===== src/pdp_pkg.sv =====
package pdp_pkg;

   // Field widths
   localparam int CMD_W      = 2;
   localparam int PIX_W      = 8;
   localparam int CIDX_W     = 10;
   localparam int KIND_W     = 2;
   localparam int POS_W      = 10;
   localparam int CNT_W      = 11;
   localparam int QCNT_W     = 21;
   localparam int QSUM_W     = QCNT_W + 2;
   localparam int CFG_W      = 11;
   localparam int CSR_IDX_W  = 2;

   // Default frame limits
   localparam int DEF_MAX_WIDTH  = 1024;
   localparam int DEF_MAX_HEIGHT = 1024;

   // Counter limits and the active-pixel mask
   localparam logic [CNT_W-1:0]  CNT11_MAX = '1;
   localparam logic [QCNT_W-1:0] CNT21_MAX = '1;
   localparam logic [PIX_W-1:0]  PIX_MASK  = 8'hF0;

   // Register values after reset
   localparam logic [CFG_W-1:0] RST_FRAME_WIDTH  = 11'd640;
   localparam logic [CFG_W-1:0] RST_FRAME_HEIGHT = 11'd480;
   localparam logic [CFG_W-1:0] RST_CENTER_X     = 11'd320;
   localparam logic [CFG_W-1:0] RST_CENTER_Y     = 11'd240;

   // Quadrant slots: {bottom, right}
   localparam logic [1:0] QUAD_TL = 2'd0;
   localparam logic [1:0] QUAD_TR = 2'd1;
   localparam logic [1:0] QUAD_BL = 2'd2;
   localparam logic [1:0] QUAD_BR = 2'd3;

   typedef enum logic [CMD_W-1:0] {
      CMD_PIXEL       = 2'd0,
      CMD_READ_COLUMN = 2'd1,
      CMD_READ_QUAD   = 2'd2,
      CMD_START_FRAME = 2'd3
   } pdp_cmd_type;

   typedef enum logic [KIND_W-1:0] {
      KIND_ROW    = 2'd0,
      KIND_COLUMN = 2'd1,
      KIND_QUAD   = 2'd2
   } pdp_kind_type;

   typedef enum logic [CSR_IDX_W-1:0] {
      CSR_FRAME_WIDTH  = 2'd0,
      CSR_FRAME_HEIGHT = 2'd1,
      CSR_CENTER_X     = 2'd2,
      CSR_CENTER_Y     = 2'd3
   } pdp_csr_type;

   // Control of one item in the column-store stage
   typedef struct packed {
      logic         emit;      // item gives a result
      pdp_kind_type kind;
      logic         wr;        // pixel inside the frame: write the column back
      logic         active;    // pixel counts
      logic         hit;       // column entry written since frame start
      logic         in_range;  // column read inside the width
   } pdp_ctl_type;

   typedef struct packed {
      logic [QCNT_W-1:0] top_left;
      logic [QCNT_W-1:0] top_right;
      logic [QCNT_W-1:0] bottom_left;
      logic [QCNT_W-1:0] bottom_right;
      logic [QCNT_W-1:0] total;
   } pdp_quad_type;

   function automatic logic [CNT_W-1:0] sat_inc11(input logic [CNT_W-1:0] v);
      return (v == CNT11_MAX) ? v : v + CNT_W'(1);
   endfunction

   function automatic logic [QCNT_W-1:0] sat_inc21(input logic [QCNT_W-1:0] v);
      return (v == CNT21_MAX) ? v : v + QCNT_W'(1);
   endfunction

endpackage


===== src/pdp_col_update.sv =====
module pdp_col_update import pdp_pkg::*; #(
   parameter int  MAX_WIDTH = DEF_MAX_WIDTH,
   localparam int CW        = $clog2(MAX_WIDTH)
) (
   input  logic             clock,
   input  logic             reset,
   input  logic             advance,
   input  pdp_ctl_type      ctl,
   input  logic [CW-1:0]    addr,
   input  logic [CNT_W-1:0] rd_data,
   output logic             wr_en,
   output logic [CW-1:0]    wr_addr,
   output logic [CNT_W-1:0] wr_data,
   output logic [CNT_W-1:0] col_count
);

   logic             fwd_valid_ff;
   logic [CW-1:0]    fwd_addr_ff;
   logic [CNT_W-1:0] fwd_data_ff;
   logic [CNT_W-1:0] old_count;
   logic [CNT_W-1:0] new_count;

   // Old count: forward the last write, treat unwritten entries as zero
   always_comb begin
      if (!ctl.hit) begin
         old_count = '0;
      end else if (fwd_valid_ff && (fwd_addr_ff == addr)) begin
         old_count = fwd_data_ff;
      end else begin
         old_count = rd_data;
      end
   end

   assign new_count = ctl.active ? sat_inc11(old_count) : old_count;

   // Write back as the item leaves the stage
   assign wr_en     = advance && ctl.wr;
   assign wr_addr   = addr;
   assign wr_data   = new_count;
   assign col_count = ctl.in_range ? old_count : '0;

   // Hold the latest write for the item read in the same cycle
   always_ff @(posedge clock) begin
      if (reset) begin
         fwd_valid_ff <= 1'b0;
      end else if (wr_en) begin
         fwd_valid_ff <= 1'b1;
      end
   end

   always_ff @(posedge clock) begin
      if (wr_en) begin
         fwd_addr_ff <= addr;
         fwd_data_ff <= new_count;
      end
   end

endmodule


===== config.mk =====
export PLATFORM = sky130hd
export DESIGN_NAME = pdp_col_update
export DESIGN_NICKNAME = d
export VERILOG_FILES = /design/src/pdp_pkg.sv /design/src/pdp_col_update.sv
export SDC_FILE = /design/constraint.sdc
export NUM_CORES = 1
export LEC_CHECK = 0
export BUFFER_PORTS_ARGS = -buffer_cell sky130_fd_sc_hd__buf_4
export CAP_MARGIN = 20
export CORE_ASPECT_RATIO = 1.5
export CORE_MARGIN = 4
export CORE_UTILIZATION = 50
export CTS_CLUSTER_DIAMETER = 50
export DETAILED_ROUTE_END_ITERATION = 12
export GPL_TIMING_DRIVEN = 0
export HOLD_SLACK_MARGIN = 0.05
export PLACE_DENSITY = 0.79
export SYNTH_ARGS = -nofsm -noshare
export SYNTH_HDL_FRONTEND = slang
export SYNTH_SLANG_ARGS = --single-unit

===== constraint.sdc =====
create_clock -name clock -period 8.5 [get_ports clock]
set_clock_uncertainty 0.05 [all_clocks]
set_input_delay 0.85 -clock clock [delete_from_list [all_inputs] [get_ports clock]]
set_output_delay 0.85 -clock clock [all_outputs]
set_load 0.005 [all_outputs]

=== After elaboration in Yosys (flattened, before gate mapping) ===
Index checks and enable logic that the tools add are counted.

* Word-level logic and storage cells: 13
* Bits in registers: 22
* Output and inout bits: 33
* Input port bits: 31

* Add/sub/neg operators: 1
* Multiplexer cells: 5
* Equality and inequality tests: 2
* Reductions and logical operators: 2

{| class="wikitable"
|+ Operator list
! operator !! number
|-
| $mux W11 || 5
|-
| $add A11 B1 Y11 const B || 1
|-
| $eq A11 B11 Y1 const B || 1
|-
| $eq A10 B10 Y1 || 1
|-
| $logic_and A1 B1 Y1 || 2
|}

=== Logic depth before layout (Yosys ltp) ===
Gate-level depths: netlist (run 1).

* Word-level depth: 7
* Mapped depth: 12
* Mapped depth without buffers: 11

=== Worst setup path before layout (run 1) ===
No wires, ideal clock.

* Path type: input -> output
* From: in addr[7]
* To: out wr_data[1]
* Path buffers: 1
* Required time: 7.600 ns
* Stages: 10
* Setup slack: 4.501 ns
* Arrival time: 3.099 ns
* Path through: xnor2_1 > nand4_1 > nor3_4 > buf_6 > mux2i_1 > nor2_4 > ha_1 > nand3_1 > o311ai_1 > mux2_2

* Longest elaborated chain between the ends: 7
* Elaborated cells on any way between the ends: 8
* Classes of those cells: add/sub: 1; eq/ne: 2; mux: 4; reduce/logical: 1

{| class="wikitable"
|+ RTL lines
! what !! line !! RTL
|-
| start: declaration || pdp_col_update.sv:9 || <nowiki>input logic [CW-1:0] addr,</nowiki>
|-
| $eq A10 B10 Y1 * || pdp_col_update.sv:27 || <nowiki>end else if (fwd_valid_ff && (fwd_addr_ff == addr)) begin</nowiki>
|-
| $logic_and A1 B1 Y1 * || pdp_col_update.sv:27 ||
|-
| $mux W11 * || pdp_col_update.sv:27 ||
|-
| $mux W11 * || pdp_col_update.sv:25 || <nowiki>if (!ctl.hit) begin</nowiki>
|-
| $add A11 B1 Y11 / $eq A11 B11 Y1 (equally long branches) || pdp_pkg.sv:75 || <nowiki>return (v == CNT11_MAX) ? v : v + CNT_W'(1);</nowiki>
|-
| $mux W11 || pdp_pkg.sv:75 ||
|-
| $mux W11 * || pdp_col_update.sv:34 || <nowiki>assign new_count = ctl.active ? sat_inc11(old_count) : old_count;</nowiki>
|-
| end: declaration || pdp_col_update.sv:13 || <nowiki>output logic [CNT_W-1:0] wr_data,</nowiki>
|}

Every way passes the cells marked *; elsewhere a longest branch is shown, timed or not.

=== Worst setup path in the final report (run 1) ===
Same ends and word-level chain as after synthesis.

==> results of run 1 <==
==> state kept, by name, summed over array words and instances, names as in the netlist <==
| register | cells |
|---|---|
| fwd_valid_ff | 1 |
| fwd_data_ff | 11 |
| fwd_addr_ff | 10 |
==> path summary, 6_finish.rpt <==
path,cells after the start,end,start
worst max-delay path,12,wr_data[1],addr[7]
worst min-delay path,2,fwd_valid_ff$_SDFFE_PP0P_,fwd_valid_ff$_SDFFE_PP0P_
worst max register to register,10,fwd_data_ff[1]$_DFFE_PP_,fwd_addr_ff[7]$_DFFE_PP_
worst min register to register,2,fwd_valid_ff$_SDFFE_PP0P_,fwd_valid_ff$_SDFFE_PP0P_
==> synthesized netlist by cell type (2+ instances only) <==
library cell  count  share of area
a211oi_1          3          0.014
nor2_1           23          0.053
buf_2             3         0.0093
and2_1            5          0.019
nand3_1          10          0.031
nor2b_1           2         0.0077
nor3_1            4          0.012
edfxtp_1         21           0.39
and4_1            4          0.022
nand4_1           7          0.027
a21oi_1           4          0.012
and3_1            5          0.019
nand2_1          14          0.032
mux2i_1          14          0.086
buf_4            10          0.046
a31oi_1           4          0.015
xnor2_1          13          0.070
mux2_2            5          0.035
==> power groups by stage <==
stage	sequential (mW)	combinational, mW	clock (mW)
2_1_floorplan	0.133	0.0281	0
3_3_place_gp	0.135	0.0576	0
3_5_place_dp	0.135	0.0593	0
4_1_cts	0.133	0.0594	0.0688
5_1_grt	0.134	0.0648	0.0746
6_report	0.133	0.0589	0.0675
==> worst reg2reg max path, delay by kind of cell, from the launching register on <==
family	cells	cell delay (ns)
AO/OA/AOI/OAI	1	0.49
XOR/XNOR	1	0.16
adder cells (fa/ha/maj)	1	0.34
buffers and inverters	1	0.24
flip-flops	1	0.39
multiplexers	2	0.54
AND/OR/NAND/NOR	4	0.99
==> cells by family (layout without fill, tap and decap cells) <==
kind of cell | count (synthesis) | count (layout) | synth area share
buf+inv | 15 | 78 | 0.0649
flops | 22 | 22 | 0.402
fa+ha+maj | 1 | 1 | 0.00772
mux | 19 | 19 | 0.121
simple gates | 78 | 78 | 0.251
compound gates | 18 | 18 | 0.0780
xor+xnor | 14 | 14 | 0.0757
==> layer usage <==
| layer | global-route usage | vias up |
|---|---|---|
| met5 | 0 | - |
| met4 | 0.0798 | 0 |
| met3 | 0.0537 | 10 |
| met2 | 0.409 | 69 |
| met1 | 0.260 | 700 |
| li1 | - | 736 |
==> metrics by stage <==
stage          area [sq um]   util  hold slack (ns)  setup slack (ns)
6_report               2160  0.690            0.431              3.74
5_1_grt                2160  0.690            0.495              3.50
4_1_cts                2160  0.690            0.439              3.73
3_5_place_dp           2110  0.676            0.418              3.75
3_3_place_gp           2110  0.676            0.404              3.86
2_1_floorplan          1620      -            0.390              4.50
==> area by class of cell <==
cell class,count,area (sq um)
Sequential cell,22,651
Fill cell,271,970
Multi-Input combinational cell,130,865
Clock buffer,3,41.3
Timing Repair Buffer,59,443
Clock inverter,1,3.75
Buffer,14,101
Inverter,1,3.75
Tap cell,40,50.0
==> run_results.csv, run 1 <==
group,metric,value,unit
outcome,status,"finished, final reports clean",
critical_path,critPathKind,"in2out",
power_and_ir_drop,switching_share,0.262,
critical_path,crit_slowest_cell,"nor3_4",
detailed_routing,wl_met2,2470,microns
place,gp_congestion,0.941,
place,dp_cells,266,
floorplan,pin_count,64,
synthesis,synth_area,1620,sq um
cells_and_area,layout-drive-gt1-share,0.365,
synthesis,yosys_most_used_dff,"edfxtp_1",
grt,grt_overflow,0,
critical_path,cpPeakStageDelay,0.50,ns
timing,tightest_slew,1.04,ns
floorplan,coreArea,3130,sq um
timing,relSlewSlack,0.309,
clock_network,h-tree-depth,1,
critical_path,worst-path-buf-inv,3,
power_and_ir_drop,powerDensity,120,nW/um^2
hold_path,hp-class,"reg2reg",
detailed_routing,top_layer_used,"met4",
clock_network,hold_buffers,0,
synthesis,synth_cells,167,
detailed_routing,num_vias,1515,
grt,grt_pass1_vias,1614,
timing,hold_viol,0,
synthesis,syn_avg_cell_area,9.70,sq um
critical_path,cp_max_fo,10,
detailed_routing,drtAntennaViolNets,0,
timing,finalMaxSlewViolations,0,
power_and_ir_drop,p_int,191,uW
synthesis,yosysSeqAreaShare,0.402,
run,maxCapViolations,0,
power_and_ir_drop,finalPower,259,uW
detailed_routing,wl_met3,369,microns
detailed_routing,first_pass_iters,4,
critical_path,reg2reg_slack,5.06,ns
detailed_routing,wl_met1,1560,microns
floorplan,start_util,0.518,
power_and_ir_drop,ir_worst_vdd,0.000119,V
place,dp_hpwl,3680,microns
synthesis,synth_fp_nets,199,
clock_network,cts_sinks,22,
clock_network,clk_root_buffer_cell,"clkbuf_8",
place,port-buffer-count,59,
clock_network,cts_buffers,3,
critical_path,cp_common_cell,"buf_4",
cells_and_area,n_antenna_cell,0,
detailed_routing,viasPerCell,5.61,
detailed_routing,drc,0,
synthesis,synthArstFlopShare,0,
critical_path,crit_path_start_kind,"input pin",
floorplan,num_rows,25,
power_and_ir_drop,p_leak,0.877,nW
cells_and_area,fin_nets,263,
clock_network,cts_buffer_depth,2,
timing,tns,0,ns
critical_path,cp_data_arrival_time,3.86,ns
cells_and_area,instances_no_fill,270,
cells_and_area,syn_to_final_growth,33.2,%
synthesis,ys_warn_count,0,
critical_path,worst_setup_path_end_kind,"primary output",
grt,antenna_found_initial,0,
floorplan,die_area,4230,sq um
cells_and_area,final_cell_mix,"buf_4, nor2_1, edfxtp_1",
timing,fmaxAchievable,210,MHz
power_and_ir_drop,power.switching,67.9,uW
clock_network,clock_latency,0.27,ns
critical_path,cp_data_required_time,7.60,ns
floorplan,die_x,54.5,microns
synthesis,synth_edf_count,21,
grt,grt_pass1_wl,7330,microns
clock_network,clk_pin_slew,0.08,ns
critical_path,crit_family,"simple AND/OR/NAND/NOR gates",
synthesis,netlist-cell-type-count,34,
cells_and_area,layout.cells.most_common,"buf_4",
grt,grt_usage,0.232,
detailed_routing,drt-total-wl,4490,microns
detailed_routing,wl_per_cell,16.6,microns
grt,grt_max_degree,24,
synthesis,synth-seq-cells,22,
clock_network,cts-resized-gates,0,
timing,rsz0062_at_grt,"no",
timing,fin_crit,4.76,ns
power_and_ir_drop,p_comb_frac,0.227,
power_and_ir_drop,pwr-share-clk,0.260,
timing,setup_viol,0,
critical_path,crit_path_cell_trace,"buf_4 -> xnor2_1 -> nand4_1 -> nor3_4 -> buf_6 -> mux2i_1 -> nor2_4 -> ha_1 -> nand3_1 -> o311ai_1 -> mux2_2 -> buf_4",
detailed_routing,drt_iter0_markers,41,
timing,fin_crit_sh,0.560,
power_and_ir_drop,power.share.sequential,0.512,
floorplan,dieHeight,77.7,microns
clock_network,cts_tree,"yes",
clock_network,cts_setup_buffers,0,
Note: power is estimated with default switching activity, not from simulation.
==> run 2: changes to the inputs <==
- CORE_UTILIZATION: 50 -> 49
- PLACE_DENSITY: 0.79 -> 0.77
- clock period: 8.5 -> 4.48 ns (I/O delays scaled with it)
==> run 2 against run 1 <==
Setup slack worse by 3.3 ns. Register-to-register slack worse by 4.0 ns. Critical path depth down 1. Highest routed layer unchanged. Global-route usage down 0.39 points. Clock power up 90%. Sequential share of layout area down 0.38 points. Sequential power up 89%. Flip-flop and latch count unchanged. Routed wire length up 1.9%. Critical path type is now reg2out. Design area up 1.3%.
==> run_results.csv, run 2 (synthesis results as in run 1) <==
group,metric,value,unit
timing,rsz0062_at_grt,"no",
clock_network,cts_buffer_depth,2,
cells_and_area,multi_input_area,865,sq um
timing,fin_crit,4.03,ns
grt,grt_pass1_vias,1614,
critical_path,cp_data_arrival_time,3.53,ns
grt,grt_usage,0.229,
power_and_ir_drop,powerDensity,227,nW/um^2
clock_network,cts_buffers,3,
timing,finalMaxSlewViolations,0,
floorplan,die_x,55.0,microns
detailed_routing,viasPerCell,5.70,
power_and_ir_drop,p_int,367,uW
timing,tns,0,ns
place,gp_congestion,0.950,
cells_and_area,largest_reg_flops,11,
place,port-buffer-count,59,
detailed_routing,first_pass_iters,4,
detailed_routing,drt-total-wl,4580,microns
power_and_ir_drop,power.switching,128,uW
cells_and_area,fin_nets,264,
detailed_routing,drc,0,
power_and_ir_drop,p_comb_frac,0.232,
detailed_routing,drt_iter0_markers,56,
floorplan,dieHeight,78.4,microns
grt,grt_overflow,0,
timing,setup_viol,0,
detailed_routing,wl_per_cell,16.9,microns
critical_path,worst_setup_path_end_kind,"primary output",
power_and_ir_drop,switching_share,0.259,
clock_network,h-tree-depth,1,
critical_path,critPathKind,"reg2out",
outcome,status,"finished, final reports clean",
detailed_routing,drtAntennaViolNets,0,
grt,grt_pass1_wl,7220,microns
critical_path,crit_path_cell_trace,"xnor2_1 -> nand4_1 -> nor3_4 -> buf_6 -> mux2i_1 -> nor2_4 -> ha_1 -> nand3_1 -> o311ai_1 -> mux2_2 -> buf_4",
floorplan,num_rows,25,
critical_path,cpPeakStageDelay,0.52,ns
clock_network,cts_sinks,22,
floorplan,pin_count,64,
detailed_routing,num_vias,1546,
cells_and_area,syn_to_final_growth,34.9,%
run,maxCapViolations,0,
timing,relSlewSlack,0.642,
hold_path,hp-class,"in2reg",
cells_and_area,layout.cells.most_common,"buf_4",
critical_path,reg2reg_slack,1.05,ns
timing,hold_slack,0.279,ns
cells_and_area,reg.largest.list,"fwd_data_ff x11, fwd_addr_ff x10, fwd_valid_ff x1",
clock_network,cts_tree,"yes",
clock_network,clock_latency,0.27,ns
timing,fmaxAchievable,248,MHz
power_and_ir_drop,p_leak,0.889,nW
power_and_ir_drop,ir_worst_vdd,0.000197,V
cells_and_area,n_fill_cell,266,
critical_path,crit_slowest_cell,"o311ai_1",
cells_and_area,n_antenna_cell,0,
cells_and_area,top_register,"fwd_data_ff",
timing,fin_crit_sh,0.900,
clock_network,cts_setup_buffers,0,
power_and_ir_drop,pwr-share-clk,0.259,
critical_path,cp_data_required_time,3.98,ns
timing,tightest_slew,0.529,ns
clock_network,hold_buffers,0,
clock_network,cts-resized-gates,0,
critical_path,cp_max_fo,10,
floorplan,start_util,0.513,
grt,grt_max_degree,24,
place,dp_hpwl,3640,microns
floorplan,die_area,4310,sq um
clock_network,clk_pin_slew,0.07,ns
floorplan,coreArea,3160,sq um
grt,antenna_found_initial,0,
power_and_ir_drop,power.share.sequential,0.508,
cells_and_area,seq_area,651,sq um
critical_path,crit_path_start_kind,"flop",
timing,hold_viol,0,
clock_network,clk_root_buffer_cell,"clkbuf_8",
cells_and_area,final_cell_mix,"buf_4, nor2_1, edfxtp_1",
cells_and_area,layout-drive-gt1-share,0.368,
## run 2: cell types whose count changed in the layout (fill, tap and decap cells not counted), sizes merged
cell	previous run	this run
clkbuf	3	4
clkinv	2	1
buf	73	74
## run 2: area by class of cell
class | count | area share
plain buffers | 14 | 0.0464
clock buffers | 4 | 0.0206
inverters | 1 | 0.00172
multi-input cells | 130 | 0.396
flip-flops and latches | 22 | 0.298
well taps | 40 | 0.0229
repair buffers | 60 | 0.215
## run 2: worst max-delay path: cells and delay by family (launching register included)
kind	cells	cell delay, ns
flip-flops	1	0.39
buffers and inverters	2	0.38
multiplexers	2	0.53
XOR/XNOR	1	0.17
adder cells (fa/ha/maj)	1	0.33
AO/OA/AOI/OAI	1	0.52
AND/OR/NAND/NOR	4	0.95
## run 2: final timing paths
check	from	end	cells past startpoint
max	fwd_addr_ff[4]$_DFFE_PP_	wr_data[1]	11
min	reset	fwd_valid_ff$_SDFFE_PP0P_	2
max reg2reg	fwd_addr_ff[4]$_DFFE_PP_	fwd_data_ff[1]$_DFFE_PP_	10
min reg2reg	fwd_valid_ff$_SDFFE_PP0P_	fwd_valid_ff$_SDFFE_PP0P_	2
## run 2: power groups by stage
stage          clock [mW]  sequential (mW)  combinational (mW)
2_1_floorplan           0            0.253              0.0532
3_3_place_gp            0            0.256               0.109
3_5_place_dp            0            0.257               0.112
4_1_cts             0.132            0.252               0.112
5_1_grt             0.141            0.254               0.126
6_report            0.128            0.252               0.115
## run 2: metal layers
metal  vias to the layer above  GRT usage  wire length (microns)  part of all wire
li1                        743          -                      -                 -
met1                       729      0.246                   1680              0.37
met2                        60      0.405                   2470              0.54
met3                        14     0.0342                    270             0.059
met4                         0      0.117                    158             0.035
met5                         -          0                      0                 0
## run 2: stage by stage
| stage | power [mW] | std cells | utilization | cell area (sq um) | setup slack (ns) |
|---|---|---|---|---|---|
| 6_report | 0.495 | 271 | 0.692 | 2190 | 0.450 |
| 5_1_grt | 0.521 | 271 | 0.692 | 2190 | 0.162 |
| 4_1_cts | 0.496 | 270 | 0.683 | 2160 | 0.481 |
| 3_5_place_dp | 0.369 | 266 | 0.669 | 2110 | 0.581 |
| 3_3_place_gp | 0.365 | 266 | 0.669 | 2110 | 0.662 |
| 2_1_floorplan | 0.306 | 167 | - | 1620 | 1.29 |
==> run 3: changes to the inputs <==
- CORE_ASPECT_RATIO: 1.5 -> 1.75
- SLEW_MARGIN: not set -> 0
==> run 3 against run 2 <==
Largest power group unchanged. Routed wire length down 0.24%. Flip-flop and latch count did not move. Sequential power barely moved. Largest cell class unchanged. Combinational power about the same. Global-route usage is 0.49 points lower. Non-clock buffer count fell by 1. Sequential share of layout area is 0.19 points higher. First-iteration DRC count is 18% lower. Critical path type unchanged. Die area grew 0.40%. Clock power is 13% higher. Via count grew 1.6%.
==> run_results.csv, run 3 (synthesis results as in run 1) <==
group,metric,value,unit
clock_network,cts_buffer_depth,2,
cells_and_area,largest_reg_flops,11,
power_and_ir_drop,ir_worst_vdd,0.000199,V
critical_path,cp_data_arrival_time,3.53,ns
place,gp_congestion,0.950,
clock_network,cts-resized-gates,0,
floorplan,die_x,51.5,microns
timing,fmaxAchievable,248,MHz
power_and_ir_drop,switching_share,0.253,
detailed_routing,drt_iter0_markers,46,
grt,grt_overflow,0,
detailed_routing,drc,0,
clock_network,cts_buffers,3,
critical_path,worst_setup_path_end_kind,"primary output",
grt,grt_pass1_vias,1672,
power_and_ir_drop,pwr-share-clk,0.284,
power_and_ir_drop,p_int,380,uW
floorplan,start_util,0.510,
critical_path,critPathKind,"reg2out",
critical_path,cp_max_fo,10,
critical_path,cp_data_required_time,3.98,ns
timing,tightest_slew,1.05,ns
detailed_routing,viasPerCell,5.75,
detailed_routing,num_vias,1570,
timing,fin_crit,4.03,ns
clock_network,clock_latency,0.26,ns
power_and_ir_drop,p_leak,0.883,nW
hold_path,hp-class,"in2reg",
critical_path,crit_path_start_kind,"flop",
cells_and_area,syn_to_final_growth,34.1,%
cells_and_area,layout-drive-gt1-share,0.370,
cells_and_area,final_cell_mix,"buf_4, nor2_1, edfxtp_1",
cells_and_area,layout.cells.most_common,"buf_4",
timing,setup_viol,0,
clock_network,cts_sinks,22,
outcome,status,"finished, final reports clean",
floorplan,dieHeight,84.1,microns
floorplan,pin_count,64,
cells_and_area,instances_no_fill,273,
power_and_ir_drop,powerDensity,234,nW/um^2
grt,grt_usage,0.224,
place,dp_cells,269,
clock_network,cts_setup_buffers,0,
grt,grt_pass1_wl,7490,microns
detailed_routing,wl_per_cell,16.7,microns
clock_network,cts_tree,"yes",
clock_network,clk_root_buffer_cell,"clkbuf_8",
timing,finalMaxSlewViolations,0,
cells_and_area,n_antenna_cell,0,
clock_network,hold_buffers,0,
timing,hold_viol,0,
place,dp_hpwl,3720,microns
cells_and_area,reg.largest.list,"fwd_data_ff x11, fwd_addr_ff x10, fwd_valid_ff x1",
grt,antenna_found_initial,0,
timing,relSlewSlack,0.297,
power_and_ir_drop,p_comb_frac,0.220,
timing,fin_crit_sh,0.899,
timing,rsz0062_at_grt,"no",
timing,tns,0,ns
clock_network,h-tree-depth,1,
detailed_routing,drtAntennaViolNets,0,
detailed_routing,first_pass_iters,4,
cells_and_area,fin_nets,263,
power_and_ir_drop,power.switching,129,uW
cells_and_area,top_register,"fwd_data_ff",
place,port-buffer-count,59,
grt,grt_max_degree,24,
run,maxCapViolations,0,
timing,hold_slack,0.276,ns
power_and_ir_drop,power.share.sequential,0.497,
floorplan,coreArea,3180,sq um
detailed_routing,drt-total-wl,4570,microns
clock_network,clk_pin_slew,0.08,ns
floorplan,num_rows,27,
floorplan,die_area,4330,sq um
[run 3: critical path: stages, from the launching register on]
cell and delay, ns:
edfxtp_1 0.40, xnor2_1 0.15, nand4_1 0.18, nor3_4 0.51
buf_6 0.24, mux2i_1 0.12, nor2_4 0.12, ha_1 0.33
nand3_1 0.15, o311ai_1 0.51, mux2_2 0.42, buf_4 0.14
[run 3: final timing paths]
check	start	to	slack, ns	depth (start not counted)
max	fwd_addr_ff[4]$_DFFE_PP_	wr_data[1]	0.45	11
min	reset	fwd_valid_ff$_SDFFE_PP0P_	0.28	2
max reg2reg	fwd_addr_ff[4]$_DFFE_PP_	fwd_data_ff[1]$_DFFE_PP_	1.05	10
min reg2reg	fwd_valid_ff$_SDFFE_PP0P_	fwd_valid_ff$_SDFFE_PP0P_	0.43	2
[run 3: area by class of cell]
cell class	instances	area (sq um)
inverters	1	3.75
flip-flops and latches	22	651
clock buffers	4	55.1
repair buffers	59	443
multi-input cells	130	865
well taps	43	53.8
fillers	295	1000
plain buffers	14	101
[run 3: power groups by stage]
stage | logic (mW) | clock network, mW | registers, mW
2_1_floorplan | 0.0532 | 0 | 0.253
3_3_place_gp | 0.110 | 0 | 0.256
3_5_place_dp | 0.112 | 0 | 0.257
4_1_cts | 0.113 | 0.147 | 0.252
5_1_grt | 0.122 | 0.157 | 0.254
6_report | 0.112 | 0.144 | 0.253
[run 3: per-layer routing]
| layer | share of wire | wire length [microns] | up-vias | track usage |
|---|---|---|---|---|
| met5 | 0 | 0 | - | 0 |
| met4 | 0.029 | 134 | 0 | 0.122 |
| met3 | 0.054 | 248 | 12 | 0.0268 |
| met2 | 0.56 | 2570 | 66 | 0.418 |
| met1 | 0.35 | 1620 | 756 | 0.225 |
| li1 | - | - | 736 | - |
[run 3: per-stage QoR]
stage | power [mW] | utilization | instance area (sq um) | worst slack, ns
finish | 0.508 | 0.684 | 2170 | 0.450
global route | 0.533 | 0.684 | 2170 | 0.205
CTS | 0.512 | 0.684 | 2170 | 0.386
detailed placement | 0.369 | 0.667 | 2120 | 0.478
global placement | 0.365 | 0.667 | 2120 | 0.650
floorplan | 0.306 | - | 1620 | 1.29
