$ cat config.mk
export PLATFORM = sky130hd
export DESIGN_NAME = pdp_frame_ctrl
export DESIGN_NICKNAME = d
export VERILOG_FILES = /design/src/pdp_pkg.sv /design/src/pdp_frame_ctrl.sv
export SDC_FILE = /design/constraint.sdc
export NUM_CORES = 1
export LEC_CHECK = 0
export BUFFER_PORTS_ARGS = -buffer_cell sky130_fd_sc_hd__buf_2
export CAP_MARGIN = 20
export CORE_MARGIN = 10
export CORE_UTILIZATION = 34
export CTS_CLUSTER_DIAMETER = 30
export DETAILED_ROUTE_END_ITERATION = 8
export GPL_TIMING_DRIVEN = 0
export PLACE_DENSITY = 0.5
export SLEW_MARGIN = 20
export SYNTH_ARGS = -nofsm -noshare
export SYNTH_HDL_FRONTEND = slang
export SYNTH_SLANG_ARGS = --single-unit
$ cat constraint.sdc
create_clock -name clock -period 14.5 [get_ports clock]
set_input_delay 0.725 -clock clock [delete_from_list [all_inputs] [get_ports clock]]
set_output_delay 0.725 -clock clock [all_outputs]
set_load 0.05 [all_outputs]
$ cat src/pdp_pkg.sv
package pdp_pkg;

   // Field widths
   localparam int CMD_W      = 2;
   localparam int PIX_W      = 8;
   localparam int CIDX_W     = 10;
   localparam int KIND_W     = 2;
   localparam int POS_W      = 10;
   localparam int CNT_W      = 11;
   localparam int QCNT_W     = 21;
   localparam int QSUM_W     = QCNT_W + 2;
   localparam int CFG_W      = 11;
   localparam int CSR_IDX_W  = 2;

   // Default frame limits
   localparam int DEF_MAX_WIDTH  = 1024;
   localparam int DEF_MAX_HEIGHT = 1024;

   // Counter limits and the active-pixel mask
   localparam logic [CNT_W-1:0]  CNT11_MAX = '1;
   localparam logic [QCNT_W-1:0] CNT21_MAX = '1;
   localparam logic [PIX_W-1:0]  PIX_MASK  = 8'hF0;

   // Register values after reset
   localparam logic [CFG_W-1:0] RST_FRAME_WIDTH  = 11'd640;
   localparam logic [CFG_W-1:0] RST_FRAME_HEIGHT = 11'd480;
   localparam logic [CFG_W-1:0] RST_CENTER_X     = 11'd320;
   localparam logic [CFG_W-1:0] RST_CENTER_Y     = 11'd240;

   // Quadrant slots: {bottom, right}
   localparam logic [1:0] QUAD_TL = 2'd0;
   localparam logic [1:0] QUAD_TR = 2'd1;
   localparam logic [1:0] QUAD_BL = 2'd2;
   localparam logic [1:0] QUAD_BR = 2'd3;

   typedef enum logic [CMD_W-1:0] {
      CMD_PIXEL       = 2'd0,
      CMD_READ_COLUMN = 2'd1,
      CMD_READ_QUAD   = 2'd2,
      CMD_START_FRAME = 2'd3
   } pdp_cmd_type;

   typedef enum logic [KIND_W-1:0] {
      KIND_ROW    = 2'd0,
      KIND_COLUMN = 2'd1,
      KIND_QUAD   = 2'd2
   } pdp_kind_type;

   typedef enum logic [CSR_IDX_W-1:0] {
      CSR_FRAME_WIDTH  = 2'd0,
      CSR_FRAME_HEIGHT = 2'd1,
      CSR_CENTER_X     = 2'd2,
      CSR_CENTER_Y     = 2'd3
   } pdp_csr_type;

   // Control of one item in the column-store stage
   typedef struct packed {
      logic         emit;      // item gives a result
      pdp_kind_type kind;
      logic         wr;        // pixel inside the frame: write the column back
      logic         active;    // pixel counts
      logic         hit;       // column entry written since frame start
      logic         in_range;  // column read inside the width
   } pdp_ctl_type;

   typedef struct packed {
      logic [QCNT_W-1:0] top_left;
      logic [QCNT_W-1:0] top_right;
      logic [QCNT_W-1:0] bottom_left;
      logic [QCNT_W-1:0] bottom_right;
      logic [QCNT_W-1:0] total;
   } pdp_quad_type;

   function automatic logic [CNT_W-1:0] sat_inc11(input logic [CNT_W-1:0] v);
      return (v == CNT11_MAX) ? v : v + CNT_W'(1);
   endfunction

   function automatic logic [QCNT_W-1:0] sat_inc21(input logic [QCNT_W-1:0] v);
      return (v == CNT21_MAX) ? v : v + QCNT_W'(1);
   endfunction

endpackage

$ cat src/pdp_frame_ctrl.sv
module pdp_frame_ctrl import pdp_pkg::*; #(
   parameter int  MAX_WIDTH  = DEF_MAX_WIDTH,
   parameter int  MAX_HEIGHT = DEF_MAX_HEIGHT,
   localparam int CW         = $clog2(MAX_WIDTH),
   localparam int WW         = $clog2(MAX_WIDTH + 1),
   localparam int RW         = $clog2(MAX_HEIGHT + 1)
) (
   input  logic              clock,
   input  logic              reset,
   input  logic              csr_wr_en,
   input  pdp_csr_type       csr_index,
   input  logic [CFG_W-1:0]  csr_wdata,
   input  logic              accept,
   input  pdp_cmd_type       command,
   input  logic [PIX_W-1:0]  pixel,
   input  logic [CIDX_W-1:0] column_index,
   output logic [CW-1:0]     rd_addr,
   output pdp_ctl_type       s1_ctl,
   output logic [CW-1:0]     s1_addr,
   output logic [POS_W-1:0]  s1_position,
   output logic [CNT_W-1:0]  s1_row_count,
   output pdp_quad_type      s1_quad
);

   // Registers
   logic [CFG_W-1:0]  frame_width_ff, frame_height_ff, center_x_ff, center_y_ff;
   logic [CW-1:0]     col_pos_ff, col_pos_in;
   logic [RW-1:0]     row_pos_ff, row_pos_in;
   logic [CNT_W-1:0]  row_cnt_ff, row_cnt_in;
   logic [QCNT_W-1:0] quad_ff [4];
   logic [QCNT_W-1:0] quad_in [4];
   logic [WW-1:0]     hw_ff, hw_in;      // columns written since frame start

   pdp_ctl_type       ctl_ff, ctl_in;
   logic [CW-1:0]     addr_ff;
   logic [POS_W-1:0]  pos_ff, pos_in;
   logic [CNT_W-1:0]  rcnt_ff, rcnt_in;
   pdp_quad_type      qout_ff, qout_in;

   logic [WW-1:0]     eff_w;
   logic [RW-1:0]     eff_h;
   logic              in_frame, active, row_end, col_hit;
   logic [1:0]        quad_sel;
   logic [CNT_W-1:0]  row_cnt_act;
   logic [QSUM_W-1:0] quad_sum;

   // Clamp the frame size to the supported range
   always_comb begin
      if (frame_width_ff == '0) begin
         eff_w = WW'(1);
      end else if (32'(frame_width_ff) > MAX_WIDTH) begin
         eff_w = WW'(MAX_WIDTH);
      end else begin
         eff_w = WW'(frame_width_ff);
      end
      if (frame_height_ff == '0) begin
         eff_h = RW'(1);
      end else if (32'(frame_height_ff) > MAX_HEIGHT) begin
         eff_h = RW'(MAX_HEIGHT);
      end else begin
         eff_h = RW'(frame_height_ff);
      end
   end

   // Pixel classification
   assign in_frame    = (32'(row_pos_ff) < 32'(eff_h)) && (32'(col_pos_ff) < 32'(eff_w));
   assign active      = |(pixel & PIX_MASK);
   assign row_end     = (32'(col_pos_ff) + 32'd1) >= 32'(eff_w);
   assign col_hit     = 32'(col_pos_ff) < 32'(hw_ff);
   assign quad_sel    = {32'(row_pos_ff) >= 32'(center_y_ff),
                         32'(col_pos_ff) >= 32'(center_x_ff)};
   assign row_cnt_act = active ? sat_inc11(row_cnt_ff) : row_cnt_ff;

   // Quadrant total, wide enough not to overflow; saturated when read out
   assign quad_sum = QSUM_W'(quad_ff[QUAD_TL]) + QSUM_W'(quad_ff[QUAD_TR])
                   + QSUM_W'(quad_ff[QUAD_BL]) + QSUM_W'(quad_ff[QUAD_BR]);

   // Column store address
   assign rd_addr = (command == CMD_READ_COLUMN) ? CW'(column_index) : col_pos_ff;

   // Next frame state and stage payload
   always_comb begin
      col_pos_in = col_pos_ff;
      row_pos_in = row_pos_ff;
      row_cnt_in = row_cnt_ff;
      quad_in    = quad_ff;
      hw_in      = hw_ff;
      ctl_in     = '0;
      pos_in     = '0;
      rcnt_in    = '0;
      qout_in    = '0;
      if (accept) begin
         unique case (command)
            CMD_PIXEL: begin
               if (in_frame) begin
                  ctl_in.wr     = 1'b1;
                  ctl_in.active = active;
                  ctl_in.hit    = col_hit;
                  if (active) begin
                     quad_in[quad_sel] = sat_inc21(quad_ff[quad_sel]);
                  end
                  if (!col_hit) begin
                     hw_in = WW'(32'(col_pos_ff) + 32'd1);
                  end
                  if (row_end) begin
                     ctl_in.emit = 1'b1;
                     ctl_in.kind = KIND_ROW;
                     pos_in      = POS_W'(row_pos_ff);
                     rcnt_in     = row_cnt_act;
                     row_cnt_in  = '0;
                     col_pos_in  = '0;
                     row_pos_in  = row_pos_ff + RW'(1);
                  end else begin
                     col_pos_in = col_pos_ff + CW'(1);
                     row_cnt_in = row_cnt_act;
                  end
               end
            end
            CMD_READ_COLUMN: begin
               ctl_in.emit     = 1'b1;
               ctl_in.kind     = KIND_COLUMN;
               ctl_in.in_range = 32'(column_index) < 32'(eff_w);
               ctl_in.hit      = ctl_in.in_range && (32'(column_index) < 32'(hw_ff));
               pos_in          = POS_W'(column_index);
            end
            CMD_READ_QUAD: begin
               ctl_in.emit          = 1'b1;
               ctl_in.kind          = KIND_QUAD;
               qout_in.top_left     = quad_ff[QUAD_TL];
               qout_in.top_right    = quad_ff[QUAD_TR];
               qout_in.bottom_left  = quad_ff[QUAD_BL];
               qout_in.bottom_right = quad_ff[QUAD_BR];
               qout_in.total        = (quad_sum > QSUM_W'(CNT21_MAX)) ?
                                      CNT21_MAX : QCNT_W'(quad_sum);
            end
            CMD_START_FRAME: begin
               col_pos_in = '0;
               row_pos_in = '0;
               row_cnt_in = '0;
               quad_in    = '{default: '0};
               hw_in      = '0;
            end
         endcase
      end
   end

   // Configuration registers
   always_ff @(posedge clock) begin
      if (reset) begin
         frame_width_ff  <= RST_FRAME_WIDTH;
         frame_height_ff <= RST_FRAME_HEIGHT;
         center_x_ff     <= RST_CENTER_X;
         center_y_ff     <= RST_CENTER_Y;
      end else if (csr_wr_en) begin
         unique case (csr_index)
            CSR_FRAME_WIDTH:  frame_width_ff  <= csr_wdata;
            CSR_FRAME_HEIGHT: frame_height_ff <= csr_wdata;
            CSR_CENTER_X:     center_x_ff     <= csr_wdata;
            CSR_CENTER_Y:     center_y_ff     <= csr_wdata;
         endcase
      end
   end

   // Frame state
   always_ff @(posedge clock) begin
      if (reset) begin
         col_pos_ff <= '0;
         row_pos_ff <= '0;
         row_cnt_ff <= '0;
         quad_ff    <= '{default: '0};
         hw_ff      <= '0;
      end else begin
         col_pos_ff <= col_pos_in;
         row_pos_ff <= row_pos_in;
         row_cnt_ff <= row_cnt_in;
         quad_ff    <= quad_in;
         hw_ff      <= hw_in;
      end
   end

   // Stage payload, loaded on each input transfer
   always_ff @(posedge clock) begin
      if (accept) begin
         ctl_ff  <= ctl_in;
         addr_ff <= rd_addr;
         pos_ff  <= pos_in;
         rcnt_ff <= rcnt_in;
         qout_ff <= qout_in;
      end
   end

   assign s1_ctl       = ctl_ff;
   assign s1_addr      = addr_ff;
   assign s1_position  = pos_ff;
   assign s1_row_count = rcnt_ff;
   assign s1_quad      = qout_ff;

endmodule

# --- Word-level counts from Yosys, hierarchy flattened ---
# Index checks and enable logic that the tools add are counted.
word_totals:
  ff_bits: 314
  latch_bits: 0
  mem_bits_rw: 0
  romBits: 0
  in_bits: 37
  output_inout_bits: 153
  word_cells: 116
  n_memories: 0
classes:
  add_sub_neg: 8
  multipliers: 0
  n_div: 0
  magnitude_cmp: 13
  n_eq_ne: 12
  n_shift: 0
  n_mux: 37
  bitwise: 1
  reduce_logical: 19
ops:
  columns: ["op", "count"]
  rows:
  - ["2-to-1 mux 84 bit", 2]
  - ["case mux 84 bit (2 select lines)", 1]
  - ["2-to-1 mux 11 bit", 12]
  - ["2-to-1 mux 21 bit", 5]
  - ["bitwise mux 84 bit", 1]
  - ["case mux 11 bit (2 select lines)", 3]
  - ["2-to-1 mux 10 bit", 5]
  - ["< comparator 10 x 11 -> 1 bit", 4]
  - ["binary-select mux 21 bit (select 2 bit)", 1]
  - ["demux 21 bit (select 2 bit)", 1]
  - ["case mux 10 bit (2 select lines)", 2]
  - [">= comparator 32 x 11 -> 1 bit", 1]
  - ["adder 22 x 21 -> 23 bit", 1]
  - ["adder 23 x 21 -> 23 bit", 1]
  - ["greater-than comparator 23 x 21 -> 1 bit, second input constant", 1]
  - ["adder 11 x 1 -> 11 bit, second input constant", 2]
  - ["adder 21 x 21 -> 22 bit", 1]
  - ["greater-than comparator 11 bit, second input constant", 2]
  - ["logical NOT 11 bit", 2]
  - ["adder 21 x 1 -> 21 bit, second input constant", 1]
  - ["equality test 21 bit, second input constant", 1]
  - ["AND reduction 4 bit", 3]
  - ["adder 10 x 1 -> 11 bit, second input constant", 1]
  - ["equality test 11 bit, second input constant", 1]
  - ["other kinds (20)", 35]

# --- Depth between registers and ports, before layout ---
# Gate-level depths: netlist of the first run.
depth:
  depth_word: 11
  depth_mapped: 20
  ltp_nobuf: 17

# --- Worst setup path after synthesis of the first run ---
# Ideal clock, no wire load.
synth_timing:
  kind: "reg-to-reg"
  startpoint: "register quad_ff[1] in the netlist's numbering"
  endpoint: "register qout_ff (netlist bit s1_quad[13]) (data pin)"
  setup_ns: 0.254
  t_arrival_ns: 4.330
  required_time_ns: 14.246
  setup_slack_ns: 9.916
  stages_incl_launch_ff: 19
  path_buffers: 1
  period_less_slack_ns: 4.584
  cell_sequence: "dfxtp_1 -> inv_1 -> fa_1 -> inv_1 -> fa_1 -> ha_1 -> fa_1 -> a21o_1 -> a21oi_1 -> nor2b_1 -> o41ai_1 -> o21a_1 -> o21a_1 -> o21ai_1 -> a2111o_1 -> a31oi_1 -> o21ai_1 -> clkbuf_1 -> o21a_1"
synth_between:
  elab_chain_len: 3
synth_lines:
  columns: ["element", "line_no", "rtl"]
  rows:
  - ["start: declaration", "pdp_frame_ctrl.sv:30", "logic [QCNT_W-1:0] quad_ff [4];"]
  - ["start signal: assignment", "pdp_frame_ctrl.sv:176", "quad_ff <= quad_in;"]
  - ["adder 23 x 21 -> 23 bit *", "pdp_frame_ctrl.sv:76", "+ QSUM_W'(quad_ff[QUAD_BL]) + QSUM_W'(quad_ff[QUAD_BR]);"]
  - ["greater-than comparator 23 x 21 -> 1 bit", "pdp_frame_ctrl.sv:133", "qout_in.total = (quad_sum > QSUM_W'(CNT21_MAX)) ?"]
  - ["2-to-1 mux 21 bit *", "pdp_frame_ctrl.sv:133", null]
  - ["end signal: assignment", "pdp_frame_ctrl.sv:188", "qout_ff <= qout_in;"]
  - ["end: declaration", "pdp_frame_ctrl.sv:38", "pdp_quad_type qout_ff, qout_in;"]
# Mark *: on every way between the ends. The rest lies on a longest branch, timed or not.
# A chain may end at the register's enable or synchronous reset.

# --- Worst setup path in the final report of the first run ---
layout_timing:
  startpoint: "register quad_ff[1] in the netlist's numbering"
  endpoint: "register qout_ff (netlist bit s1_quad[2]) (data pin)"
# The elaborated chain is that of the path after synthesis.

==> results of run 1 <==
==> flip-flops by register name, summed over array words and instances (netlist names), 11 cells and up <==
register	flops
row_cnt_ff	11
center_y_ff	11
frame_height_ff	11
center_x_ff	11
s1_row_count	11
s1_quad	105
frame_width_ff	11
hw_ff	11
quad_ff	84
row_pos_ff	11
==> layout make-up <==
class	count	area, um2
fill	4910	28100
multi-input combinational	1157	8730
clock buffer	122	2530
sequential	314	7720
clock inverter	41	589
buffer	71	387
inverter	161	604
tap	672	841
timing repair buffer	185	958
==> power breakdown <==
group          leakage [nW]  internal [mW]  switching (mW)  total (mW)
Combinational          5.02         0.0453           0.158       0.203
Clock                  1.52           1.44           0.571        2.01
Sequential             2.78          0.954          0.0105       0.965
Total                  9.32           2.44           0.740        3.18
==> worst max-delay path, stage by stage, from the launching register on <==
cell and delay (ps):
sky130_fd_sc_hd__dfxtp_1 370, sky130_fd_sc_hd__inv_1 80, sky130_fd_sc_hd__fa_1 550, sky130_fd_sc_hd__inv_1 60
sky130_fd_sc_hd__fa_1 500, sky130_fd_sc_hd__ha_1 250, sky130_fd_sc_hd__fa_1 410, sky130_fd_sc_hd__a21o_1 200
sky130_fd_sc_hd__a21oi_1 220, sky130_fd_sc_hd__nor2b_1 100, sky130_fd_sc_hd__o41ai_1 640, sky130_fd_sc_hd__o21a_1 280
sky130_fd_sc_hd__o21a_1 180, sky130_fd_sc_hd__o21ai_1 140, sky130_fd_sc_hd__a2111o_1 430, sky130_fd_sc_hd__a31oi_1 190
sky130_fd_sc_hd__o21ai_1 100, sky130_fd_sc_hd__clkbuf_1 280, sky130_fd_sc_hd__o21a_1 260
==> cells by family (layout without fill, tap and decap cells) <==
logic type / Yosys count / count (layout) / synth area share (%)
AO/OA/AOI/OAI: 354 / 354 / 14.1
XOR/XNOR: 52 / 52 / 2.61
adder cells (fa/ha/maj): 152 / 152 / 12.7
buffers and inverters: 232 / 580 / 5.68
flip-flops: 314 / 314 / 44.3
multiplexers: 86 / 86 / 5.27
AND/OR/NAND/NOR: 513 / 513 / 15.4
==> layout by cell type (no fill, tap or decap), drive strengths merged, types with 16 or more instances in the layout <==
| cell type | instances |
|---|---|
| inv | 166 |
| nor2 | 93 |
| and2 | 89 |
| mux2i | 67 |
| nand3 | 16 |
| xnor2 | 29 |
| o21ai | 53 |
| xor2 | 23 |
| ha | 110 |
| dfxtp | 171 |
| buf | 213 |
| a21oi | 101 |
| nand3b | 18 |
| mux2 | 18 |
| nand2 | 164 |
| o21a | 29 |
| clkinv | 18 |
| fa | 42 |
| a22o | 73 |
| nor2b | 16 |
| nand2b | 25 |
| edfxtp | 143 |
| nand4 | 23 |
| a21o | 27 |
| nor3 | 17 |
| clkbuf | 165 |
==> path summary, 6_finish.rpt <==
kind                                             startpoint                           to  slack, ps
worst min register to register  center_y_ff[3]$_SDFFE_PP0P_  center_y_ff[3]$_SDFFE_PP0P_        450
worst min-delay path                           csr_wdata[0]  center_x_ff[0]$_SDFFE_PP0P_        410
worst max-delay path                quad_ff[1]$_SDFFE_PP0P_     s1_quad[2]$_SDFFCE_PN0P_       9020
worst max register to register      quad_ff[1]$_SDFFE_PP0P_     s1_quad[2]$_SDFFCE_PN0P_       9020
==> routing by layer <==
metal,up-vias,wire [um],global-route usage [%]
li1,6594,-,-
met4,2,1410,5.92
met5,-,15,0
met1,6660,23900,22.0
met2,426,25800,29.3
met3,108,3480,4.46
==> impl_summary.txt, run 1 <==
----------------------------------------------------
[Timing]
  Unrepaired setup endpoints after global routing ... false
  Hold Slack ... 412 ps
  Max Clk Rate ... 183 MHz
  Pins Over Slew Limit ... 0
  Min Clock Period, post-route ... 5480 ps
  Final Hold Vio Count ... 0
  Final Cycle Share ... 37.8%
  Clk_skew ... 24.5 ps
  Slew HR ... 35.3%
  Summed negative setup slack over all endpoints ... 0 ps
  Worst-Margin Slew ... 968 ps
  Setup violations, final ... 0
  Final worst setup slack ... 9020 ps

[Routing]
  Routed WL per cell ... 20.0 um
  Via-per-instance ratio ... 5.06
  Routed WL ... 54.5 mm
  Vias after detailed routing ... 13,800
  Number of DRC markers in iteration 0 ... 788
  Number of antenna-violating nets in the routed design ... 0
  Detailed-route DRC error count ... 0
  Initial DRT Pass Iterations ... 5

[Placed design]
  Buffers on Ports ... 184
  Final estimated routing congestion in global placement ... 0.884
  Placed Cells incl. Taps ... 2,560
  Worst setup slack before clock tree synthesis ... 9020 ps
  Cell area after placement ... 19,200 um2
  Placed wire-length estimate after detailed placement ... 40.6 mm

[CTS]
  Clk root buf ... sky130_fd_sc_hd__clkbuf_16
  Largest buffer count on any clock path ... 3
  Clock sink total ... 314
  H-Tree Level Count ... 3
  Post-CTS setup buffer count ... 0
  Clock edge transition at the registers on the reported setup and hold paths ... 40 ps
  Clk Latency, worst-skew pair ... 610 ps
  Clock buffers created by TritonCTS ... 87
  Number of buffers inserted by hold repair at cts ... 0
  TritonCTS clock tree ... built
  Number of gates given a new drive strength after cts ... 0

[Logic synthesis]
  Most frequent cell after synthesis ... sky130_fd_sc_hd__dfxtp_1
  Top cell types by occurrence after synthesis ... sky130_fd_sc_hd__dfxtp_1 (171), sky130_fd_sc_hd__nand2_1 (163), sky130_fd_sc_hd__inv_1 (159)
  Synthesized instance count ... 1,703
  Distinct cell type count after synthesis ... 83
  Area share of the leading cell type in the synthesized netlist ... 24.6%
  Flop and latch count out of synthesis ... 314
  Number of nets in the synthesized netlist ... 1,892
  Biggest area contributors in the synthesized netlist ... sky130_fd_sc_hd__edfxtp_1 (25%), sky130_fd_sc_hd__dfxtp_1 (20%), sky130_fd_sc_hd__ha_1 (7.9%)
  Async set or reset register ratio after synthesis ... 0%
  Leading area contributor after synthesis ... sky130_fd_sc_hd__edfxtp_1
  Synthesis warning total ... 0
  Per-instance average area after synthesis ... 10.2 um2
  Prevailing post-synth register cell ... sky130_fd_sc_hd__dfxtp_1
  Post-synthesis sequential area ratio ... 44.3%
  Number of synthesized flops with an enable pin ... 143
  Cell area after synthesis ... 17,400 um2

[Floorplanning]
  Width of the chip ... 246 um
  Chip height ... 246 um
  Count of pins on the block boundary ... 190
  Total Die Area ... 60,700 um2
  Initial core utilization ... 34.5%
  CORE AREA ... 50,500 um2
  FP Rows ... 82

[Global routing]
  Vias in the first global route ... 14,100
  First-pass GRT wire length ... 83.0 mm
  Pin count of the biggest net entering global routing ... 75
  Number of antenna violations at the first check in global routing ... 1
  GRT overflow ... 0
  Total routing resource utilization after global routing ... 17.7%

[Min path]
  Worst hold stages ... 3
  Min-Delay Path Class ... input port to flip-flop

[Final layout]
  Final std cell area, no fill ... 22,400 um2
  Share of layout cells above drive strength 1 ... 19.8%
  Post-layout net count ... 2,166
  End-of-flow core utilization ... 44.3%
  Fin cells ... 2,723
  Total inserted antenna cells ... 0
  Synth-to-Final Area Change ... 28.2%

[Setup path]
  Cell depth of the worst flop-to-flop path ... 18
  Type of origin of the critical path ... flip-flop
  Endpoint class of the critical path ... flip-flop
  Endpoint required time on the critical path ... 14,850 ps
  WS Path Type ... flip-flop to flip-flop
  Crit Path Max Fanout ... 10
  CP arrival ... 5820 ps

[Pwr]
  Power density normalized to cell area ... 142 nW/um2
  Reported leakage power ... 9.32 nW
  Final Total Pwr ... 3.18 mW
  Worst supply voltage drop on vdd ... 105 uV

[Run status]
  Status ... finished clean

[Job]
  Max-cap check violation count ... 0

----------------------------------------------------
Note: power is estimated with default switching activity, not from simulation.
==> inputs of run 2 (changes only) <==
- clock period: 14.5 -> 5.3 ns (I/O delays scaled with it)
==> run 2 against run 1 <==
  * Sequential power grew to 2.7 times the previous value
  * Die area is the same
  * Sequential cell count is the same
  * Combinational power grew to 2.8 times the previous value
  * Clock power grew to 2.7 times the previous value
  * First-iteration DRC count grew 3.8%
  * Via count grew 0.15%
  * Clock skew is essentially flat
  * Routed wire length is essentially flat
  * Clock-buffer cell count is the same
  * Register-to-register slack lost 8700 ps
  * Non-clock buffer count grew 12
==> impl_summary.txt, run 2 (synthesis results as in run 1) <==
----------------------------------------------------
[Final layout]
  Total inserted antenna cells ... 0 (unchanged)
  Number of flip-flops in the largest register ... 105 (unchanged)
  Fin cells ... 2,735 (+0.44%)
  Share of layout cells above drive strength 1 ... 19.9% (+0.079 points)
  Commonest non-fill, non-tap cells in the layout ... sky130_fd_sc_hd__buf_2 (195), sky130_fd_sc_hd__dfxtp_1 (171), sky130_fd_sc_hd__nand2_1 (163)
  Most common library cell in the layout ignoring fill and taps ... sky130_fd_sc_hd__buf_2
  Fill cells ... 4,896 (-0.29%)
  Final std cell area, no fill ... 22,500 um2 (+0.65%)
  Post-layout net count ... 2,178 (+0.55%)
  Synth-to-Final Area Change ... 29.1%

[Min path]
  Worst hold stages ... 4 (+1)
  Min-Delay Path Class ... input port to flip-flop

[Setup path]
  Endpoint required time on the critical path ... 5650 ps (-9200 ps)
  Type of origin of the critical path ... flip-flop
  Slowest-stage cell, CP ... sky130_fd_sc_hd__fa_1
  Delay of the slowest critical-path stage ... 550 ps (-90 ps)
  Cell depth of the worst flop-to-flop path ... 18 (unchanged)
  WS Path Type ... flip-flop to flip-flop
  Critical path buffers and inverters ... 3 (unchanged)
  Reg2reg setup slack ... 290 ps (-8730 ps)
  CP arrival ... 5350 ps (-470 ps)
  Instance count on the critical path ... 18 (unchanged)
  Family with the most delay on the worst path ... compound AO/OA/AOI/OAI gates
  Endpoint class of the critical path ... flip-flop
  Worst path cell trace ... inv_1 > fa_1 > inv_1 > fa_1 > ha_1 > fa_1 > a21o_1 > a21oi_2 > nor2b_1 > o41ai_4 > o21a_1 > o21a_1 > o21ai_1 > a2111o_1 > a31oi_1 > o21ai_1 > clkbuf_2 > o21a_1
  Crit Path Max Fanout ... 10 (unchanged)

[Placed design]
  Final estimated routing congestion in global placement ... 0.884 (unchanged)
  Placed wire-length estimate after detailed placement ... 40.6 mm (unchanged)
  Placed Cells incl. Taps ... 2,560 (unchanged)
  Buffers on Ports ... 184 (unchanged)
  Cell area after placement ... 19,200 um2 (unchanged)

[Routing]
  Via-per-instance ratio ... 5.05 (-0.29%)
  Detailed-route DRC error count ... 0 (unchanged)
  Routed WL ... 54.6 mm (about the same)
  Number of DRC markers in iteration 0 ... 818 (+3.8%)
  Routed WL per cell ... 19.9 um (-0.42%)
  Number of antenna-violating nets in the routed design ... 0 (unchanged)
  Vias after detailed routing ... 13,800 (+0.15%)
  Initial DRT Pass Iterations ... 5 (unchanged)

[Floorplanning]
  Count of pins on the block boundary ... 190 (unchanged)
  Total Die Area ... 60,700 um2 (unchanged)
  FP Rows ... 82 (unchanged)
  Chip height ... 246 um (unchanged)
  CORE AREA ... 50,500 um2 (unchanged)
  Width of the chip ... 246 um (unchanged)
  Initial core utilization ... 34.5% (unchanged)

[Timing]
  Setup violations, final ... 0 (unchanged)
  Unrepaired setup endpoints after global routing ... false
  Worst-Margin Slew ... 895 ps (-72.4 ps)
  Pins Over Slew Limit ... 0 (unchanged)
  Final Cycle Share ... 94.4% (+57 points)
  Slew HR ... 39.8% (+4.5 points)
  Clk_skew ... 24.6 ps (+0.159 ps)
  Summed negative setup slack over all endpoints ... 0 ps (unchanged)
  Min Clock Period, post-route ... 5010 ps (-474 ps)
  Final Hold Vio Count ... 0 (unchanged)
  Max Clk Rate ... 200 MHz (+9.5%)
  Hold Slack ... 32.5 ps (-379 ps)

[Job]
  Max-cap check violation count ... 0 (unchanged)

[Pwr]
  Worst supply voltage drop on vdd ... 287 uV (+170%)
  Reported leakage power ... 9.39 nW (+0.77%)
  Power density normalized to cell area ... 387 nW/um2 (+170%)

[Run status]
  Status ... finished clean

[CTS]
  Largest buffer count on any clock path ... 3 (unchanged)
  Clock sink total ... 314 (unchanged)
  Post-CTS setup buffer count ... 0 (unchanged)
  H-Tree Level Count ... 3 (unchanged)
  Clk root buf ... sky130_fd_sc_hd__clkbuf_16
  TritonCTS clock tree ... built
  Clock edge transition at the registers on the reported setup and hold paths ... 40 ps (about the same)
  Clk Latency, worst-skew pair ... 610 ps (about the same)
  Clock buffers created by TritonCTS ... 87 (unchanged)

[Global routing]
  Total routing resource utilization after global routing ... 17.7% (+0.025 points)
  Number of antenna violations at the first check in global routing ... 1 (unchanged)
  Vias in the first global route ... 14,200 (+0.47%)
  GRT overflow ... 0 (unchanged)
  First-pass GRT wire length ... 83.2 mm (+0.24%)
  Pin count of the biggest net entering global routing ... 75 (unchanged)

----------------------------------------------------
[run 2: cell types whose count changed in the layout (fill, tap and decap cells not counted), sizes merged]
cell         change
dlygate4sd3     +12
[run 2: where the power goes]
part / leakage (nW) / switching (mW) / internal [mW]
clock network: 1.52 / 1.56 / 3.94
logic: 5.09 / 0.434 / 0.129
registers: 2.78 / 0.0286 / 2.61
[run 2: worst min-delay path, delay by kind of cell]
| kind | cells | cell delay [ps] |
|---|---|---|
| AOI/OAI and AO/OA | 1 | 50 |
| buffers and inverters | 1 | 130 |
| and+or+nand+nor | 2 | 130 |
[run 2: metrics by stage]
stage	setup WS [ps]	power [mW]	util (%)
2_1_floorplan	716	3.04	-
3_3_place_gp	-136	3.24	38.0
3_5_place_dp	-177	3.24	38.1
4_1_cts	51.2	8.78	44.5
5_1_grt	1.29	8.97	44.6
6_report	295	8.70	44.6
[run 2: repair_timing]
item / CTS / global route
hold endpoints to repair: 41 / 0
gates resized for setup: 1 / 6
hold buffers: 12 / 0
setup endpoints to repair: 20 / 20
[run 2: final timing paths]
check                                    from                               to
hold / removal                   csr_index[1]  frame_width_ff[10]$_SDFFE_PP0P_
setup / recovery      quad_ff[1]$_SDFFE_PP0P_        s1_quad[17]$_SDFFCE_PN0P_
setup reg to reg      quad_ff[1]$_SDFFE_PP0P_        s1_quad[17]$_SDFFCE_PN0P_
hold reg to reg   center_x_ff[7]$_SDFFE_PP0P_      center_x_ff[7]$_SDFFE_PP0P_
[run 2: area by class of cell]
class | count | area [um2] | area share, %
timing repair buffer | 197 | 1080 | 4.79
clock buffer | 122 | 2530 | 11.3
buffer | 71 | 389 | 1.73
multi-input combinational | 1157 | 8750 | 38.9
inverter | 161 | 604 | 2.69
sequential | 314 | 7720 | 34.3
tap | 672 | 841 | 3.74
clock inverter | 41 | 589 | 2.62
[run 2: metal layers]
layer / global-route usage, % / share of wire (%) / up-vias
met1: 22.1 / 44 / 6658
met4: 5.92 / 2.6 / 2
li1: - / - / 6617
met3: 4.37 / 6.5 / 103
met5: 0 / 0.027 / -
met2: 29.5 / 47 / 431
